==> src/bpc_pkg.sv <==
// Shared types and constants for the button press classifier / LED blinker.
// No dependencies; imported by every module of the block.
`default_nettype none

package bpc_pkg;

    // Configuration register indexes
    typedef enum logic [2:0] {
        REG_DEBOUNCE   = 3'd0,
        REG_LONG_PRESS = 3'd1,
        REG_MIN_PRESS  = 3'd2,
        REG_PATTERN0   = 3'd3,
        REG_PATTERN1   = 3'd4,
        REG_PATTERN2   = 3'd5
    } reg_index_t;

    // Press classification reported with each result
    typedef enum logic [2:0] {
        EV_NONE         = 3'd0,
        EV_SHORT_TOGGLE = 3'd1,
        EV_LONG_ADVANCE = 3'd2,
        EV_LONG_IGNORED = 3'd3,
        EV_NOISE        = 3'd4
    } press_event_t;

    localparam logic [15:0] DEBOUNCE_RESET   = 16'd200;
    localparam logic [15:0] LONG_PRESS_RESET = 16'd1000;
    localparam logic [15:0] MIN_PRESS_RESET  = 16'd50;
    // bits 15..0 on time, bits 31..16 off time
    localparam logic [31:0] PATTERN0_RESET   = {16'd500, 16'd500};
    localparam logic [31:0] PATTERN1_RESET   = {16'd800, 16'd200};
    localparam logic [31:0] PATTERN2_RESET   = {16'd200, 16'd1000};
    localparam logic [1:0]  PATTERN_LAST     = 2'd2;

    typedef struct packed {
        logic [15:0] debounce_ms;
        logic [15:0] long_press_ms;
        logic [15:0] min_press_ms;
        logic [31:0] pattern0;
        logic [31:0] pattern1;
        logic [31:0] pattern2;
    } cfg_t;

    // Fixed-width part of the per-tick state
    typedef struct packed {
        logic        button_held;
        logic        sequence_on;
        logic [1:0]  selected_pattern;
        logic [15:0] accepted_presses;
        logic        led_phase_on;
    } ctrl_state_t;

endpackage

`default_nettype wire

==> src/bpc_cfg_regs.sv <==
// Configuration register file for the button press classifier.
// Depends on bpc_pkg (register indexes, reset values, cfg_t).
`default_nettype none

module bpc_cfg_regs
    import bpc_pkg::*;
(
    input  wire logic        clk,
    input  wire logic        rst_n,
    input  wire logic        wr_en,
    input  wire logic [2:0]  wr_index,
    input  wire logic [31:0] wr_data,
    output cfg_t             cfg
);

    cfg_t cfg_reg;
    cfg_t cfg_next;

    always_comb
    begin
        cfg_next = cfg_reg;
        if (wr_en)
        begin
            unique case (wr_index)
                REG_DEBOUNCE:   cfg_next.debounce_ms   = wr_data[15:0];
                REG_LONG_PRESS: cfg_next.long_press_ms = wr_data[15:0];
                REG_MIN_PRESS:  cfg_next.min_press_ms  = wr_data[15:0];
                REG_PATTERN0:   cfg_next.pattern0      = wr_data;
                REG_PATTERN1:   cfg_next.pattern1      = wr_data;
                REG_PATTERN2:   cfg_next.pattern2      = wr_data;
                default:        cfg_next = cfg_reg;  // drop unknown index
            endcase
        end
    end

    always_ff @(posedge clk or negedge rst_n)
    begin
        if (!rst_n)
        begin
            cfg_reg.debounce_ms   <= DEBOUNCE_RESET;
            cfg_reg.long_press_ms <= LONG_PRESS_RESET;
            cfg_reg.min_press_ms  <= MIN_PRESS_RESET;
            cfg_reg.pattern0      <= PATTERN0_RESET;
            cfg_reg.pattern1      <= PATTERN1_RESET;
            cfg_reg.pattern2      <= PATTERN2_RESET;
        end
        else
        begin
            cfg_reg <= cfg_next;
        end
    end

    assign cfg = cfg_reg;

endmodule

`default_nettype wire

==> src/bpc_tick_logic.sv <==
// Per-tick next-state logic: debounce, press classification, blink phasing.
// Depends on bpc_pkg (cfg_t, ctrl_state_t, press_event_t).
`default_nettype none

module bpc_tick_logic
    import bpc_pkg::*;
#(
    parameter int TIME_BITS = 16
)
(
    input  wire logic                 level,
    input  wire cfg_t                 cfg,
    input  wire ctrl_state_t          st,
    input  wire logic [TIME_BITS-1:0] since_release,
    input  wire logic [TIME_BITS-1:0] press_len,
    input  wire logic [TIME_BITS-1:0] phase_elapsed,
    output ctrl_state_t               st_next,
    output logic [TIME_BITS-1:0]      since_release_next,
    output logic [TIME_BITS-1:0]      press_len_next,
    output logic [TIME_BITS-1:0]      phase_elapsed_next,
    output logic [2:0]                press_event
);

    localparam logic [32:0] TMAX = (33'd1 << TIME_BITS) - 33'd1;

    // Limit a 16-bit threshold to the timer range
    function automatic logic [TIME_BITS-1:0] clampt(input logic [15:0] v);
        logic [32:0] ext;
        ext = {17'd0, v};
        if (ext > TMAX)
            return TMAX[TIME_BITS-1:0];
        return ext[TIME_BITS-1:0];
    endfunction

    function automatic logic [TIME_BITS-1:0] sat_inc(input logic [TIME_BITS-1:0] v);
        if (v == {TIME_BITS{1'b1}})
            return v;
        return v + {{(TIME_BITS-1){1'b0}}, 1'b1};
    endfunction

    logic [TIME_BITS-1:0] tsr;
    logic [TIME_BITS-1:0] plen;
    logic [TIME_BITS-1:0] pe_inc;
    logic [31:0]          pat;
    logic [15:0]          len;
    logic                 started;

    always_comb
    begin
        st_next     = st;
        tsr         = since_release;
        plen        = press_len;
        started     = 1'b0;
        press_event = EV_NONE;

        if (since_release >= clampt(cfg.debounce_ms))
        begin
            if (level && !st.button_held)
            begin
                st_next.button_held = 1'b1;
                plen                = '0;
            end
            else if (!level && st.button_held)
            begin
                st_next.button_held = 1'b0;
                if (press_len >= clampt(cfg.long_press_ms))
                begin
                    if (st.sequence_on)
                    begin
                        st_next.selected_pattern = (st.selected_pattern >= PATTERN_LAST) ?
                                                   2'd0 : st.selected_pattern + 2'd1;
                        press_event = EV_LONG_ADVANCE;
                    end
                    else
                    begin
                        press_event = EV_LONG_IGNORED;
                    end
                end
                else if (press_len >= clampt(cfg.min_press_ms))
                begin
                    st_next.accepted_presses = st.accepted_presses + 16'd1;
                    st_next.sequence_on      = !st.sequence_on;
                    started                  = !st.sequence_on;
                    press_event              = EV_SHORT_TOGGLE;
                end
                else
                begin
                    press_event = EV_NOISE;
                end
                tsr = '0;
            end
        end

        // Pattern lookup uses the pattern selected in this tick
        case (st_next.selected_pattern)
            2'd1:    pat = cfg.pattern1;
            2'd2:    pat = cfg.pattern2;
            default: pat = cfg.pattern0;
        endcase
        len    = st.led_phase_on ? pat[15:0] : pat[31:16];
        pe_inc = sat_inc(phase_elapsed);

        if (!st_next.sequence_on)
        begin
            st_next.led_phase_on = 1'b0;
            phase_elapsed_next   = '0;
        end
        else if (started)
        begin
            st_next.led_phase_on = 1'b1;
            phase_elapsed_next   = '0;
        end
        else if (pe_inc >= clampt(len))
        begin
            st_next.led_phase_on = !st.led_phase_on;
            phase_elapsed_next   = '0;
        end
        else
        begin
            phase_elapsed_next = pe_inc;
        end

        since_release_next = sat_inc(tsr);
        press_len_next     = sat_inc(plen);
    end

endmodule

`default_nettype wire

==> src/button_press_classifier_led_blinker.sv <==
// Button press classifier with LED blink patterns: top level.
// Depends on bpc_pkg, bpc_cfg_regs and bpc_tick_logic.
//
// Usage:
//   Input channel (in_valid / in_stall / button_level): one request per
//   millisecond tick carrying the sampled button level.
//   Output channel (out_valid / out_stall / led_on ... press_event): exactly
//   one result per input request, in order.
//   Config channel (cfg_valid / cfg_ready / cfg_index / cfg_data): cfg_ready
//   is always high; write only while the block is idle. Unknown indexes are
//   dropped.
// Flow: an accepted request is captured in the input register, then evaluated
//   and written to the result register once the result slot is free; the result
//   is offered from the result register until it is taken.
// Throughput: one request per cycle while the output is not stalled; the state
//   update is a single pass of compare/increment logic between the input and result registers.
// Reset: timers, state and both stage valids clear; config registers load
//   their defaults (200 / 1000 / 50 ms, patterns 500/500, 200/800, 1000/200).
// Stall: a stalled result holds; the input register still fills, and
//   in_stall rises only once both stages are occupied.
`default_nettype none

module button_press_classifier_led_blinker
    import bpc_pkg::*;
#(
    parameter int TIME_BITS = 16
)
(
    input  wire logic        clk,
    input  wire logic        rst_n,
    // input channel
    input  wire logic        in_valid,
    output logic             in_stall,
    input  wire logic        button_level,
    // output channel
    output logic             out_valid,
    input  wire logic        out_stall,
    output logic             led_on,
    output logic             blinking_enabled,
    output logic [1:0]       pattern_index,
    output logic [15:0]      short_press_count,
    output logic [2:0]       press_event,
    // configuration channel
    input  wire logic        cfg_valid,
    output logic             cfg_ready,
    input  wire logic [2:0]  cfg_index,
    input  wire logic [31:0] cfg_data
);

    cfg_t cfg;

    // Configuration is always accepted
    assign cfg_ready = 1'b1;

    bpc_cfg_regs u_cfg_regs (
        .clk      (clk),
        .rst_n    (rst_n),
        .wr_en    (cfg_valid && cfg_ready),
        .wr_index (cfg_index),
        .wr_data  (cfg_data),
        .cfg      (cfg)
    );

    // Input register
    logic s1_valid_reg;
    logic s1_level_reg;

    // Block state
    ctrl_state_t          state_reg;
    ctrl_state_t          state_next;
    logic [TIME_BITS-1:0] since_release_reg;
    logic [TIME_BITS-1:0] since_release_next;
    logic [TIME_BITS-1:0] press_len_reg;
    logic [TIME_BITS-1:0] press_len_next;
    logic [TIME_BITS-1:0] phase_elapsed_reg;
    logic [TIME_BITS-1:0] phase_elapsed_next;
    logic [2:0]           event_next;

    // Result register
    logic        out_valid_reg;
    logic        led_on_reg;
    logic        blinking_reg;
    logic [1:0]  pattern_reg;
    logic [15:0] count_reg;
    logic [2:0]  event_reg;

    logic out_free;
    logic s1_adv;
    logic in_take;

    // Result slot is free when empty or being taken this cycle
    assign out_free = !out_valid_reg || !out_stall;
    assign s1_adv   = s1_valid_reg && out_free;
    assign in_stall = s1_valid_reg && !out_free;
    assign in_take  = in_valid && !in_stall;

    bpc_tick_logic #(
        .TIME_BITS (TIME_BITS)
    ) u_tick_logic (
        .level              (s1_level_reg),
        .cfg                (cfg),
        .st                 (state_reg),
        .since_release      (since_release_reg),
        .press_len          (press_len_reg),
        .phase_elapsed      (phase_elapsed_reg),
        .st_next            (state_next),
        .since_release_next (since_release_next),
        .press_len_next     (press_len_next),
        .phase_elapsed_next (phase_elapsed_next),
        .press_event        (event_next)
    );

    // Control: stage valids and state
    always_ff @(posedge clk or negedge rst_n)
    begin
        if (!rst_n)
        begin
            s1_valid_reg      <= 1'b0;
            out_valid_reg     <= 1'b0;
            state_reg         <= '0;
            since_release_reg <= '0;
            press_len_reg     <= '0;
            phase_elapsed_reg <= '0;
        end
        else
        begin
            if (in_take)
                s1_valid_reg <= 1'b1;
            else if (s1_adv)
                s1_valid_reg <= 1'b0;

            if (s1_adv)
                out_valid_reg <= 1'b1;
            else if (!out_stall)
                out_valid_reg <= 1'b0;

            // Advance the state once per evaluated tick
            if (s1_adv)
            begin
                state_reg         <= state_next;
                since_release_reg <= since_release_next;
                press_len_reg     <= press_len_next;
                phase_elapsed_reg <= phase_elapsed_next;
            end
        end
    end

    // Payload: input capture and result fields
    always_ff @(posedge clk)
    begin
        if (in_take)
            s1_level_reg <= button_level;
        if (s1_adv)
        begin
            led_on_reg   <= state_next.led_phase_on && state_next.sequence_on;
            blinking_reg <= state_next.sequence_on;
            pattern_reg  <= state_next.selected_pattern;
            count_reg    <= state_next.accepted_presses;
            event_reg    <= event_next;
        end
    end

    assign out_valid         = out_valid_reg;
    assign led_on            = led_on_reg;
    assign blinking_enabled  = blinking_reg;
    assign pattern_index     = pattern_reg;
    assign short_press_count = count_reg;
    assign press_event       = event_reg;

    // LED only lights while blinking is on
    assert property (@(posedge clk) disable iff (!rst_n)
        out_valid |-> (!led_on || blinking_enabled))
        else $error("led on while blinking disabled");

    // Selected pattern stays within the three patterns
    assert property (@(posedge clk) disable iff (!rst_n)
        state_reg.selected_pattern != 2'd3)
        else $error("selected pattern out of range");

    // Every evaluated tick produces a result in the next cycle
    assert property (@(posedge clk) disable iff (!rst_n)
        s1_adv |=> out_valid)
        else $error("evaluated tick lost its result");

    // Press count moves only with a short toggle
    assert property (@(posedge clk) disable iff (!rst_n)
        (s1_adv && event_next != EV_SHORT_TOGGLE) |=>
            state_reg.accepted_presses == $past(state_reg.accepted_presses))
        else $error("press count changed without a short press");

endmodule

`default_nettype wire
==> config.mk <==
export PLATFORM = sky130hd
export DESIGN_NAME = button_press_classifier_led_blinker
export DESIGN_NICKNAME = d
export VERILOG_FILES = /design/src/bpc_pkg.sv /design/src/bpc_cfg_regs.sv /design/src/bpc_tick_logic.sv /design/src/button_press_classifier_led_blinker.sv
export SDC_FILE = /design/constraint.sdc
export NUM_CORES = 1
export LEC_CHECK = 0
export BUFFER_PORTS_ARGS = -buffer_cell sky130_fd_sc_hd__clkbuf_2
export CAP_MARGIN = 25
export CELL_PAD_IN_SITES_DETAIL_PLACEMENT = 1
export CELL_PAD_IN_SITES_GLOBAL_PLACEMENT = 2
export CORE_MARGIN = 2
export CORE_UTILIZATION = 41
export CTS_CLUSTER_SIZE = 40
export DETAILED_ROUTE_END_ITERATION = 8
export PLACE_DENSITY_LB_ADDON = 0.15
export RECOVER_POWER = 50
export SYNTH_ARGS = -nofsm -noshare
export SYNTH_HDL_FRONTEND = slang
export SYNTH_SLANG_ARGS = --single-unit
export TNS_END_PERCENT = 20
==> constraint.sdc <==
create_clock -name clk -period 7.1 [get_ports clk]
set_input_delay 2.13 -clock clk [delete_from_list [all_inputs] [get_ports clk]]
set_output_delay 2.13 -clock clk [all_outputs]
set_load 0.05 [all_outputs]
; ---- Word-level counts from Yosys, hierarchy flattened
; Cells that the tools add are included.
[word_totals]
regBits = 239
in_bits = 41
output_inout_bits = 26
elab_cells = 116
[classes]
addsub = 5
bitwise = 2
magnitude_cmp = 5
eq_ne = 11
n_reduce_logical = 26
muxes = 45
[ops]
columns = operator, count
row1 = 16-bit two-way mux, 17
row2 = "16-bit by 1-bit adder with 16-bit output, second input constant", 4
row3 = 16-bit >= comparator, 4
row4 = 32-bit one-hot mux with 2 select lines, 1
row5 = "16-bit equality test, second input constant", 3
row6 = 19-bit two-way mux, 2
row7 = 20-bit two-way mux, 1
row8 = 1-bit two-way mux, 19
row9 = 2-bit AND reduction, 6
row10 = 1-bit zero test, 8
row11 = "3-bit by 2-bit equality test with 1-bit output, second input constant", 2
row12 = "3-bit equality test, second input constant", 2
row13 = 1-bit logical AND, 6
row14 = 2-bit two-way mux, 3
row15 = 3-bit two-way mux, 2
row16 = 2-bit nonzero test, 2
row17 = "3-bit by 1-bit equality test with 1-bit output, second input constant", 1
row18 = 3-bit zero test, 1
row19 = 3-bit AND reduction, 1
row20 = 3-bit OR reduction, 1
row21 = "2-bit by 1-bit adder with 2-bit output, second input constant", 1
row22 = "2-bit by 1-bit equality test with 1-bit output, second input constant", 1
row23 = "2-bit equality test, second input constant", 1
row24 = "2-bit >= comparator, second input constant", 1
row25 = 3 further kinds, 4

; ---- Depth between registers and ports, before layout
; Gate-level depths: netlist of the first run.
[logic_depth]
ltp_word = 15
ltp_mapped = 25
depth_no_buf = 23

; ---- Hierarchy
; Synthesis of the first run repeated with hierarchy kept, for this count alone.
[hier_totals]
cells_unflattened = 1076
area_unflattened_um2 = 13030.0
[modules_own_cells]
columns = module, n_inst, area_per_inst_um2, cells_per_inst
row1 = bpc_cfg_regs, 1, 5475.3, 310
row2 = bpc_tick_logic, 1, 4144.0, 586
row3 = button_press_classifier_led_blinker, 1, 3410.8, 180

; ---- Least setup slack after synthesis of the first run
; No wires, ideal clock.
[synth_timing]
kind = register to register
startpoint = register u_cfg_regs.cfg_reg, in the netlist u_cfg_regs.cfg[134]
endpoint = register phase_elapsed_reg[11]
stages_incl_launch_ff = 24
path_slack_ns = 1.868
arrival_ns = 5.166
synth_period_minus_slack_ns = 5.232
cell_sequence = dfstp_2 -> inv_1 -> ha_1 -> a21o_1 -> a211oi_1 -> o21ai_1 -> a2111o_1 -> and2_4 -> nand3_1 -> mux2i_1 -> inv_1 -> ha_1 -> a22o_1 -> mux4_2 -> ha_1 -> nor3b_1 -> o21ai_0 -> a21o_1 -> a2111oi_0 -> o21ai_0 -> a21o_1 -> nor2_4 -> buf_4 -> a22o_1
[synth_lines]
columns = element, line
row1 = "start, declared", bpc_cfg_regs.sv:16  ; cfg_t cfg_reg;
row2 = "start signal, assigned", bpc_cfg_regs.sv:49  ; cfg_reg <= cfg_next;
row3 = "end signal, assigned", button_press_classifier_led_blinker.sv:143  ; phase_elapsed_reg <= phase_elapsed_next;
row4 = "end, declared", button_press_classifier_led_blinker.sv:75  ; logic [TIME_BITS-1:0] phase_elapsed_reg;

==> flow_summary.json, run 1 <==
{
  "routed_via_density": 5.59,
  "final_hold_viol_count": 0,
  "cp_slowest_stage_delay_ps": 540,
  "h-tree-depth": 1,
  "fin_total_pwr_mw": 3.79,
  "cts_made_buffers": 28,
  "async_reset_ff_frac": 0.900,
  "largest_reg_flops": 144,
  "synth_flop_cell": "dfrtp_1",
  "syn2layout_area_growth_pct": 12.6,
  "yosys.area_share.simple": 0.114,
  "crit_family": "compound AO/OA/AOI/OAI gates",
  "drv_cap": 3,
  "syn_area_um2": 12500,
  "dp_slack_ps": 784,
  "finClkSkew_ps": 12.7,
  "via_count": 8994,
  "finalNonFillerCells": 1608,
  "boundaryPins": 67,
  "synth_mux_area_frac": 0.113,
  "drt_iter0_drc": 421,
  "track_usage": 0.215,
  "period_needed_ps": 6300,
  "finalWeightedCongestion": 0.749,
  "nFillCells": 3235,
  "yosysWarnings": 0,
  "setup_viol_count_final": 0,
  "multi_input_comb_area_um2": 5890,
  "ys_types": 68,
  "netlist_instances": 1141,
  "critPathCaptureType": "flip-flop",
  "drt_pre_antenna_iters": 6,
  "synth_nets": 1255,
  "cts_tree": "done",
  "root_buffer": "clkbuf_16",
  "power_density_nw_per_um2": 269,
  "clk_pin_slew_ps": 60,
  "seq_area_um2": 6150,
  "grt_first_pass_wirelength_um": 53700,
  "path_class": "flip-flop to flip-flop",
  "p_leak_nw": 6.11,
  "relSlewSlack": -0.795,
  "synth-compound-area-share": 0.140,
  "ir_worst_vdd_uv": 168,
  "overflow": 0,
  "setup.worst_path.start_class": "flip-flop",
  "die-area_um2": 31800,
  "outcome": "finished, violations left",
  "synth.avg_cell_area_um2": 10.9,
  "rows": 63,
  "cp_data_required_time_ps": 7570,
  "antennaDiodeCount": 0,
  "yosys.area.top_type": "dfrtp_1",
  "synthAdderAreaFrac": 0.0732,
  "min_period_over_period": 0.887,
  "yosysMostFrequentCell": "dfrtp_1",
  "seq_area_frac_synth": 0.493,
  "wl_per_cell_um": 20.5,
  "grt_max_degree": 114,
  "synth-edff-count": 24,
  "core_um2": 29800,
  "yosys.area.top_type_share": 0.353,
  "rsz0062_at_grt": "no",
  "crit_chain": "inv_1 > ha_1 > a21o_1 > a211oi_1 > o21ai_1 > a2111o_1 > and2_4 > nand3_1 > mux2i_1 > inv_1 > ha_1 > a22o_1 > mux4_2 > ha_1 > nor3b_1 > o21ai_0 > a21o_1 > a2111oi_0 > o21ai_0 > a21o_1 > nor2_4 > a22o_1",
  "synthTopCellsByCount": "dfrtp_1 (176), mux2_2 (121), nand2_1 (96), o21ai_0 (88), ha_1 (73)",
  "hpwl_um": 22100,
  "ys_top_cells_by_area": "dfrtp_1 (35%), mux2_2 (11%), dfstp_2 (8.2%)",
  "layout_setup_ws_ps": 803,
  "grt_pass1_vias": 9687,
  "port_buffers": 65,
  "worst_pin_slew_ps": 2690,
  "hold_slack_ps": 496,
  "cts-resized-gates": 0,
  "grt_antenna_before_repair": 1,
  "fin_setup_tns_ps": 0,
  "nets": 1310,
  "fp.dieW_um": 178,
  "clockBufferDepth": 3,
  "synth-seq-cells": 239,
  "start_util": 0.419,
  "synth-xor-area-share": 0.0316,
  "path_max_fanout": 19,
  "drc_errors": 0,
  "critical_path_arrival_ps": 6770,
  "hold_buffers": 0,
  "wl_um": 32900,
  "clk_latency_ps": 540,
  "synth_top_family_by_area": "compound AO/OA/AOI/OAI gates",
  "post_cts_buffers": 0,
  "finalInstanceArea_um2": 14100,
  "final_util": 0.472,
  "cp_slowest_cell": "a2111o_1",
  "ant_nets": 0,
  "drive_above_1_share": 0.236,
  "slew_viol_final": 169,
  "placed_cell_area_um2": 13200,
  "worst-path-buf-inv": 2,
  "placed_cells": 1556,
  "clock-sinks": 239,
  "dieHeight_um": 178,
  "hold_path.class": "flip-flop to flip-flop",
  "violations": "max-capacitance violations, max-slew violations",
  "fmax_ghz": 0.159
}
[cells by family (layout without fill, tap and decap cells)]
family,after synthesis,count (layout)
buf+inv,112,189
other cells,1,1
mux,124,124
compound gates,269,269
flops,239,239
fa+ha+maj,73,73
simple gates,278,278
xor+xnor,45,45
[report_power, final]
part / switching (mW) / internal, mW
sequential: 0.128 / 1.63
clock: 0.567 / 0.813
combinational: 0.353 / 0.292
[worst register-to-register path, cell delays in order (launching register included)]
cell	delay [ps]
dfstp_2	510
inv_1	40
ha_1	300
a21o_1	180
a211oi_1	220
o21ai_1	110
a2111o_1	540
and2_4	210
nand3_1	190
mux2i_1	320
inv_1	100
ha_1	520
a22o_1	340
mux4_2	450
ha_1	280
nor3b_1	190
o21ai_0	120
a21o_1	160
a2111oi_0	350
o21ai_0	250
a21o_1	310
nor2_4	320
a22o_1	200
[layout by cell type, fill, tap and decap left out, drive strengths merged, types with 35 or more instances in the layout]
cell type and n:
a21oi 51, clkbuf 118, dfrtp 176, dfstp 39, ha 73, inv 59, mux2 122, nand2 97
nor2 35, o21ai 91
[layout make-up]
type	count	share of cell area
clock inverters	4	0.00160
flip-flops and latches	239	0.438
repair buffers	78	0.0303
multi-input cells	790	0.419
inverters	59	0.0158
well taps	390	0.0347
clock buffers	48	0.0610
[path summary, 6_finish.rpt]
check                                         start                    to  slack [ps]  cells past startpoint
worst max-delay path            u_cfg_regs.cfg[134]  phase_elapsed_reg[0]         800                     22
worst min-delay path                   s1_valid_reg             out_valid         500                      1
worst max register to register  u_cfg_regs.cfg[134]  phase_elapsed_reg[0]         800                     22
worst min register to register         s1_valid_reg             out_valid         500                      1
max in group asynchronous                     rst_n          state_reg[0]        2890                      1
min in group asynchronous                     rst_n    u_cfg_regs.cfg[24]        2440                      1
[layer usage]
metal / global-route usage / share of wire / wire length, µm
met1: 0.287 / 0.46 / 15200
met2: 0.377 / 0.49 / 16200
met3: 0.0247 / 0.029 / 938
met4: 0.0451 / 0.017 / 546
met5: 0 / 0 / 0
Power figures use the tool's default switching activity.
==> run 2, diff against run 1 <==
==> constraint.sdc (replaced) <==
create_clock -name clk -period 7.1 [get_ports clk]
set_input_delay 0.71 -clock clk [delete_from_list [all_inputs] [get_ports clk]]
set_output_delay 0.71 -clock clk [all_outputs]
set_load 0.05 [all_outputs]
==> flow_summary.json, run 2 (same netlist as run 1, synthesis figures left out) <==
{
  "grt_antenna_before_repair": 0,
  "start_util": 0.419,
  "cp_data_required_time_ps": 7580,
  "ir_worst_vdd_uv": 182,
  "drive_above_1_share": 0.241,
  "fin_setup_tns_ps": 0,
  "wl_per_cell_um": 20.0,
  "min_period_over_period": 0.894,
  "p_switching_mw": 1.06,
  "fin_total_pwr_mw": 3.93,
  "grt_max_degree": 89,
  "cpMostUsedCell": "ha_1",
  "p_clk_frac": 0.390,
  "core_um2": 29800,
  "nets": 1312,
  "rsz0062_at_grt": "no",
  "path_max_fanout": 22,
  "cts-resized-gates": 0,
  "multi_input_comb_area_um2": 5890,
  "crit_chain": "inv_1 > ha_1 > nand2b_4 > a2111oi_4 > o21ai_1 > a2111o_1 > and2_4 > nand3_1 > mux2i_1 > inv_1 > ha_1 > a22o_1 > mux4_2 > ha_1 > nor3b_1 > o21ai_0 > a21o_1 > a2111oi_0 > o21ai_0 > a21o_1 > nor2_4 > a22o_1",
  "boundaryPins": 67,
  "final_cell_mix": "dfrtp_1 (175), mux2_2 (121), nand2_1 (95)",
  "wl_um": 32200,
  "cp_slowest_stage_delay_ps": 550,
  "grt_first_pass_wirelength_um": 52600,
  "finalWeightedCongestion": 0.770,
  "setup_viol_count_final": 0,
  "cts_tree": "done",
  "period_needed_ps": 6350,
  "critical_path_arrival_ps": 6830,
  "routed_via_density": 5.55,
  "via_count": 8943,
  "grt_pass1_vias": 9502,
  "hpwl_um": 22200,
  "violations": "max-capacitance violations, max-slew violations",
  "timing.rr.start": "since_release_reg[0]",
  "worst-path-buf-inv": 2,
  "ant_nets": 0,
  "clk_latency_ps": 540,
  "sequentialPowerShare": 0.447,
  "dp_slack_ps": 694,
  "cp_slowest_cell": "a2111o_1",
  "drt_pre_antenna_iters": 4,
  "track_usage": 0.210,
  "setup.worst_path.start_class": "flip-flop",
  "post_cts_buffers": 0,
  "relSlewSlack": -2.27,
  "fp.dieW_um": 178,
  "rows": 63,
  "overflow": 0,
  "clk_pin_slew_ps": 60,
  "clockBufferDepth": 3,
  "slew_viol_final": 286,
  "hold_buffers": 0,
  "seq_area_um2": 6150,
  "rr_worst_depth": 22,
  "port_buffers": 65,
  "drt_iter0_drc": 404,
  "h-tree-depth": 1,
  "p_comb_frac": 0.163,
  "sw_frac_of_total": 0.269,
  "nFillCells": 3235,
  "drc_errors": 0,
  "crit_start": "since_release_reg[0]",
  "final_hold_viol_count": 0,
  "largest_reg_flops": 144,
  "p_leak_nw": 6.17,
  "final_common_cell": "dfrtp_1",
  "cts_made_buffers": 28,
  "finClkSkew_ps": 10.6,
  "crit_family": "compound AO/OA/AOI/OAI gates",
  "whs_path_depth": 1,
  "root_buffer": "clkbuf_16",
  "p_int_mw": 2.88,
  "syn2layout_area_growth_pct": 13.4,
  "power_density_nw_per_um2": 278,
  "critPathCaptureType": "flip-flop",
  "dieHeight_um": 178,
  "hold_slack_ps": 343,
  "worst_pin_slew_ps": 4900,
  "cp.depth": 22,
  "layout_setup_ws_ps": 752,
  "path_class": "flip-flop to flip-flop",
  "clock-sinks": 239,
  "worstHoldStart": "button_level",
  "antennaDiodeCount": 0,
  "outcome": "finished, violations left",
  "fmax_ghz": 0.158,
  "drv_cap": 5,
  "die-area_um2": 31800,
  "hold_path.class": "input pin to flip-flop"
}
==> run 2: cell types whose count changed in the layout (fill, tap and decap cells not counted), sizes merged <==
| cell | previous run | this run |
|---|---|---|
| bufinv | 0 | 5 |
| clkbuf | 118 | 108 |
| clkinv | 3 | 10 |
| clkinvlp | 1 | 0 |
| inv | 59 | 60 |
==> run 2: power groups by stage <==
| stage | clock network (mW) | logic (mW) | registers [mW] |
|---|---|---|---|
| global placement | 0 | 0.632 | 1.77 |
| finish | 1.54 | 0.641 | 1.76 |
| detailed placement | 0 | 0.652 | 1.78 |
| CTS | 1.57 | 0.658 | 1.76 |
| floorplan | 0 | 0.442 | 1.76 |
| global route | 1.63 | 0.729 | 1.79 |
==> run 2: path summary, 6_finish.rpt <==
path	endpoint	slack (ps)
worst min-delay path	s1_level_reg	340
max in group asynchronous	since_release_reg[9]	1620
worst min register to register	state_reg[16]	500
min in group asynchronous	u_cfg_regs.cfg[24]	1930
worst max register to register	phase_elapsed_reg[0]	750
worst max-delay path	phase_elapsed_reg[0]	750
==> run 2: cell type report <==
cell class	count	share of cell area
Timing Repair Buffer	80	0.0289
Inverter	59	0.0157
Tap cell	390	0.0345
Clock buffer	36	0.0553
Clock inverter	16	0.0142
Multi-Input combinational cell	790	0.417
Sequential cell	239	0.435
==> run 2: routing by layer <==
metal | vias up | GRT usage | part of all wire
met2 | 85 | 0.369 | 0.49
li1 | 4273 | - | -
met4 | 0 | 0.0390 | 0.017
met5 | - | 0 | 0
met1 | 4554 | 0.281 | 0.46
met3 | 31 | 0.0230 | 0.025
==> run 2: metrics by stage <==
step / area [µm²] / instances / utilization
final: 14100 / 1610 / 0.475
after global routing: 14100 / 1610 / 0.475
after CTS: 14200 / 1610 / 0.477
after detailed placement: 13200 / 1558 / 0.444
after global placement: 13200 / 1558 / 0.444
after floorplan: 12500 / 1141 / -
==> run 3, diff against run 2 <==
Settings changed: HOLD_SLACK_MARGIN set to 0.12, RECOVER_POWER 50 to 25.
==> flow_summary.json, run 3 (same netlist as run 1, synthesis figures left out) <==
{
  "overflow": 0,
  "grt_first_pass_wirelength_um": 52600,
  "grt_max_degree": 89,
  "grt_pass1_vias": 9502,
  "critical_path_arrival_ps": 6820,
  "antennaDiodeCount": 0,
  "finalNonFillerCells": 1610,
  "p_comb_frac": 0.163,
  "finClkSkew_ps": 10.5,
  "worst_pin_slew_ps": 4900,
  "start_util": 0.419,
  "ant_nets": 0,
  "drv_cap": 1,
  "p_clk_frac": 0.390,
  "rows": 63,
  "power_density_nw_per_um2": 278,
  "via_count": 8925,
  "cts_made_buffers": 28,
  "relSlewSlack": -2.27,
  "cts_tree": "done",
  "final_hold_viol_count": 0,
  "path_class": "flip-flop to flip-flop",
  "die-area_um2": 31800,
  "r2r_slack_ps": 760,
  "cts-resized-gates": 0,
  "slew_viol_final": 89,
  "violations": "max-capacitance violations, max-slew violations",
  "clock-sinks": 239,
  "hold_path.class": "input pin to flip-flop",
  "final_cell_mix": "dfrtp_1 (175), mux2_2 (121), nand2_1 (95)",
  "clk_pin_slew_ps": 60,
  "placed_cells": 1558,
  "post_cts_buffers": 0,
  "core_um2": 29800,
  "drt_pre_antenna_iters": 4,
  "largest_reg_flops": 144,
  "fmax_ghz": 0.158,
  "dp_slack_ps": 694,
  "setup.worst_path.start_class": "flip-flop",
  "root_buffer": "clkbuf_16",
  "routed_via_density": 5.54,
  "nets": 1312,
  "port_buffers": 65,
  "dieHeight_um": 178,
  "fin_setup_tns_ps": 0,
  "wl_per_cell_um": 20.0,
  "p_switching_mw": 1.06,
  "outcome": "finished, violations left",
  "p_int_mw": 2.88,
  "drt_iter0_drc": 412,
  "h-tree-depth": 1,
  "clk_latency_ps": 540,
  "wl_um": 32300,
  "p_leak_nw": 6.18,
  "drive_above_1_share": 0.243,
  "rsz0062_at_grt": "no",
  "setup_viol_count_final": 0,
  "hpwl_um": 22200,
  "ir_worst_vdd_uv": 182,
  "track_usage": 0.210,
  "drc_errors": 0,
  "grt_antenna_before_repair": 0,
  "finalWeightedCongestion": 0.770,
  "cp_data_required_time_ps": 7580,
  "layout_setup_ws_ps": 762,
  "boundaryPins": 67,
  "min_period_over_period": 0.893,
  "path_max_fanout": 22,
  "clockBufferDepth": 3,
  "critPathCaptureType": "flip-flop",
  "sequentialPowerShare": 0.447,
  "hold_buffers": 0,
  "fp.dieW_um": 178,
  "final_common_cell": "dfrtp_1",
  "sw_frac_of_total": 0.269,
  "syn2layout_area_growth_pct": 13.5,
  "period_needed_ps": 6340
}
-- run 3: cell types whose count changed in the layout (fill, tap and decap cells not counted) --
cell | previous run | this run
buf_4 | 8 | 12
clkbuf_1 | 13 | 10
clkbuf_2 | 63 | 62
-- run 3: path summary, 6_finish.rpt --
kind | cells after the start | from | end
min in group asynchronous | 1 | rst_n | u_cfg_regs.cfg[24]
worst max-delay path | 22 | since_release_reg[0] | phase_elapsed_reg[0]
worst min-delay path | 1 | button_level | s1_level_reg
max in group asynchronous | 2 | rst_n | since_release_reg[8]
worst min register to register | 1 | state_reg[16] | state_reg[16]
worst max register to register | 22 | since_release_reg[0] | phase_elapsed_reg[0]
-- run 3: critical path, cell delays in order (launching register included) --
cell and delay [ps]:
dfrtp_1 380, inv_1 70, ha_1 270, nand2b_4 150, a2111oi_4 360, o21ai_1 130
a2111o_1 550, and2_4 220, nand3_1 190, mux2i_1 290, inv_1 100, ha_1 540
a22o_1 340, mux4_2 450, ha_1 280, nor3b_1 200, o21ai_0 120, a21o_1 160
a2111oi_0 370, o21ai_0 260, a21o_1 320, nor2_4 320, a22o_1 200
-- run 3: area by class of cell --
| class | count | area (µm²) |
|---|---|---|
| fill | 3234 | 15600 |
| sequential | 239 | 6150 |
| multi-input combinational | 790 | 5890 |
| clock buffer | 36 | 782 |
| tap | 390 | 488 |
| timing repair buffer | 80 | 423 |
| inverter | 59 | 221 |
| clock inverter | 16 | 201 |
-- run 3: stage by stage --
step                utilization  power (mW)  hold WS [ps]  cell area, µm²
global route              0.475        4.15           330           14200
CTS                       0.477        3.99           195           14200
global placement          0.444        2.41           476           13200
detailed placement        0.444        2.43           484           13200
finish                    0.475        3.93           343           14200
floorplan                     -        2.21           414           12500
-- run 3: power groups by stage --
stage	sequential (mW)	combinational (mW)	clock, mW
2_1_floorplan	1.76	0.442	0
3_3_place_gp	1.77	0.632	0
3_5_place_dp	1.78	0.652	0
4_1_cts	1.76	0.658	1.57
5_1_grt	1.79	0.729	1.63
6_report	1.76	0.641	1.54
-- run 3: routing by layer --
layer | vias to the layer above | track usage | part of all wire
met5 | - | 0 | 0
met4 | 0 | 0.0390 | 0.017
met3 | 31 | 0.0230 | 0.025
met2 | 90 | 0.369 | 0.49
met1 | 4531 | 0.281 | 0.47
li1 | 4273 | - | -
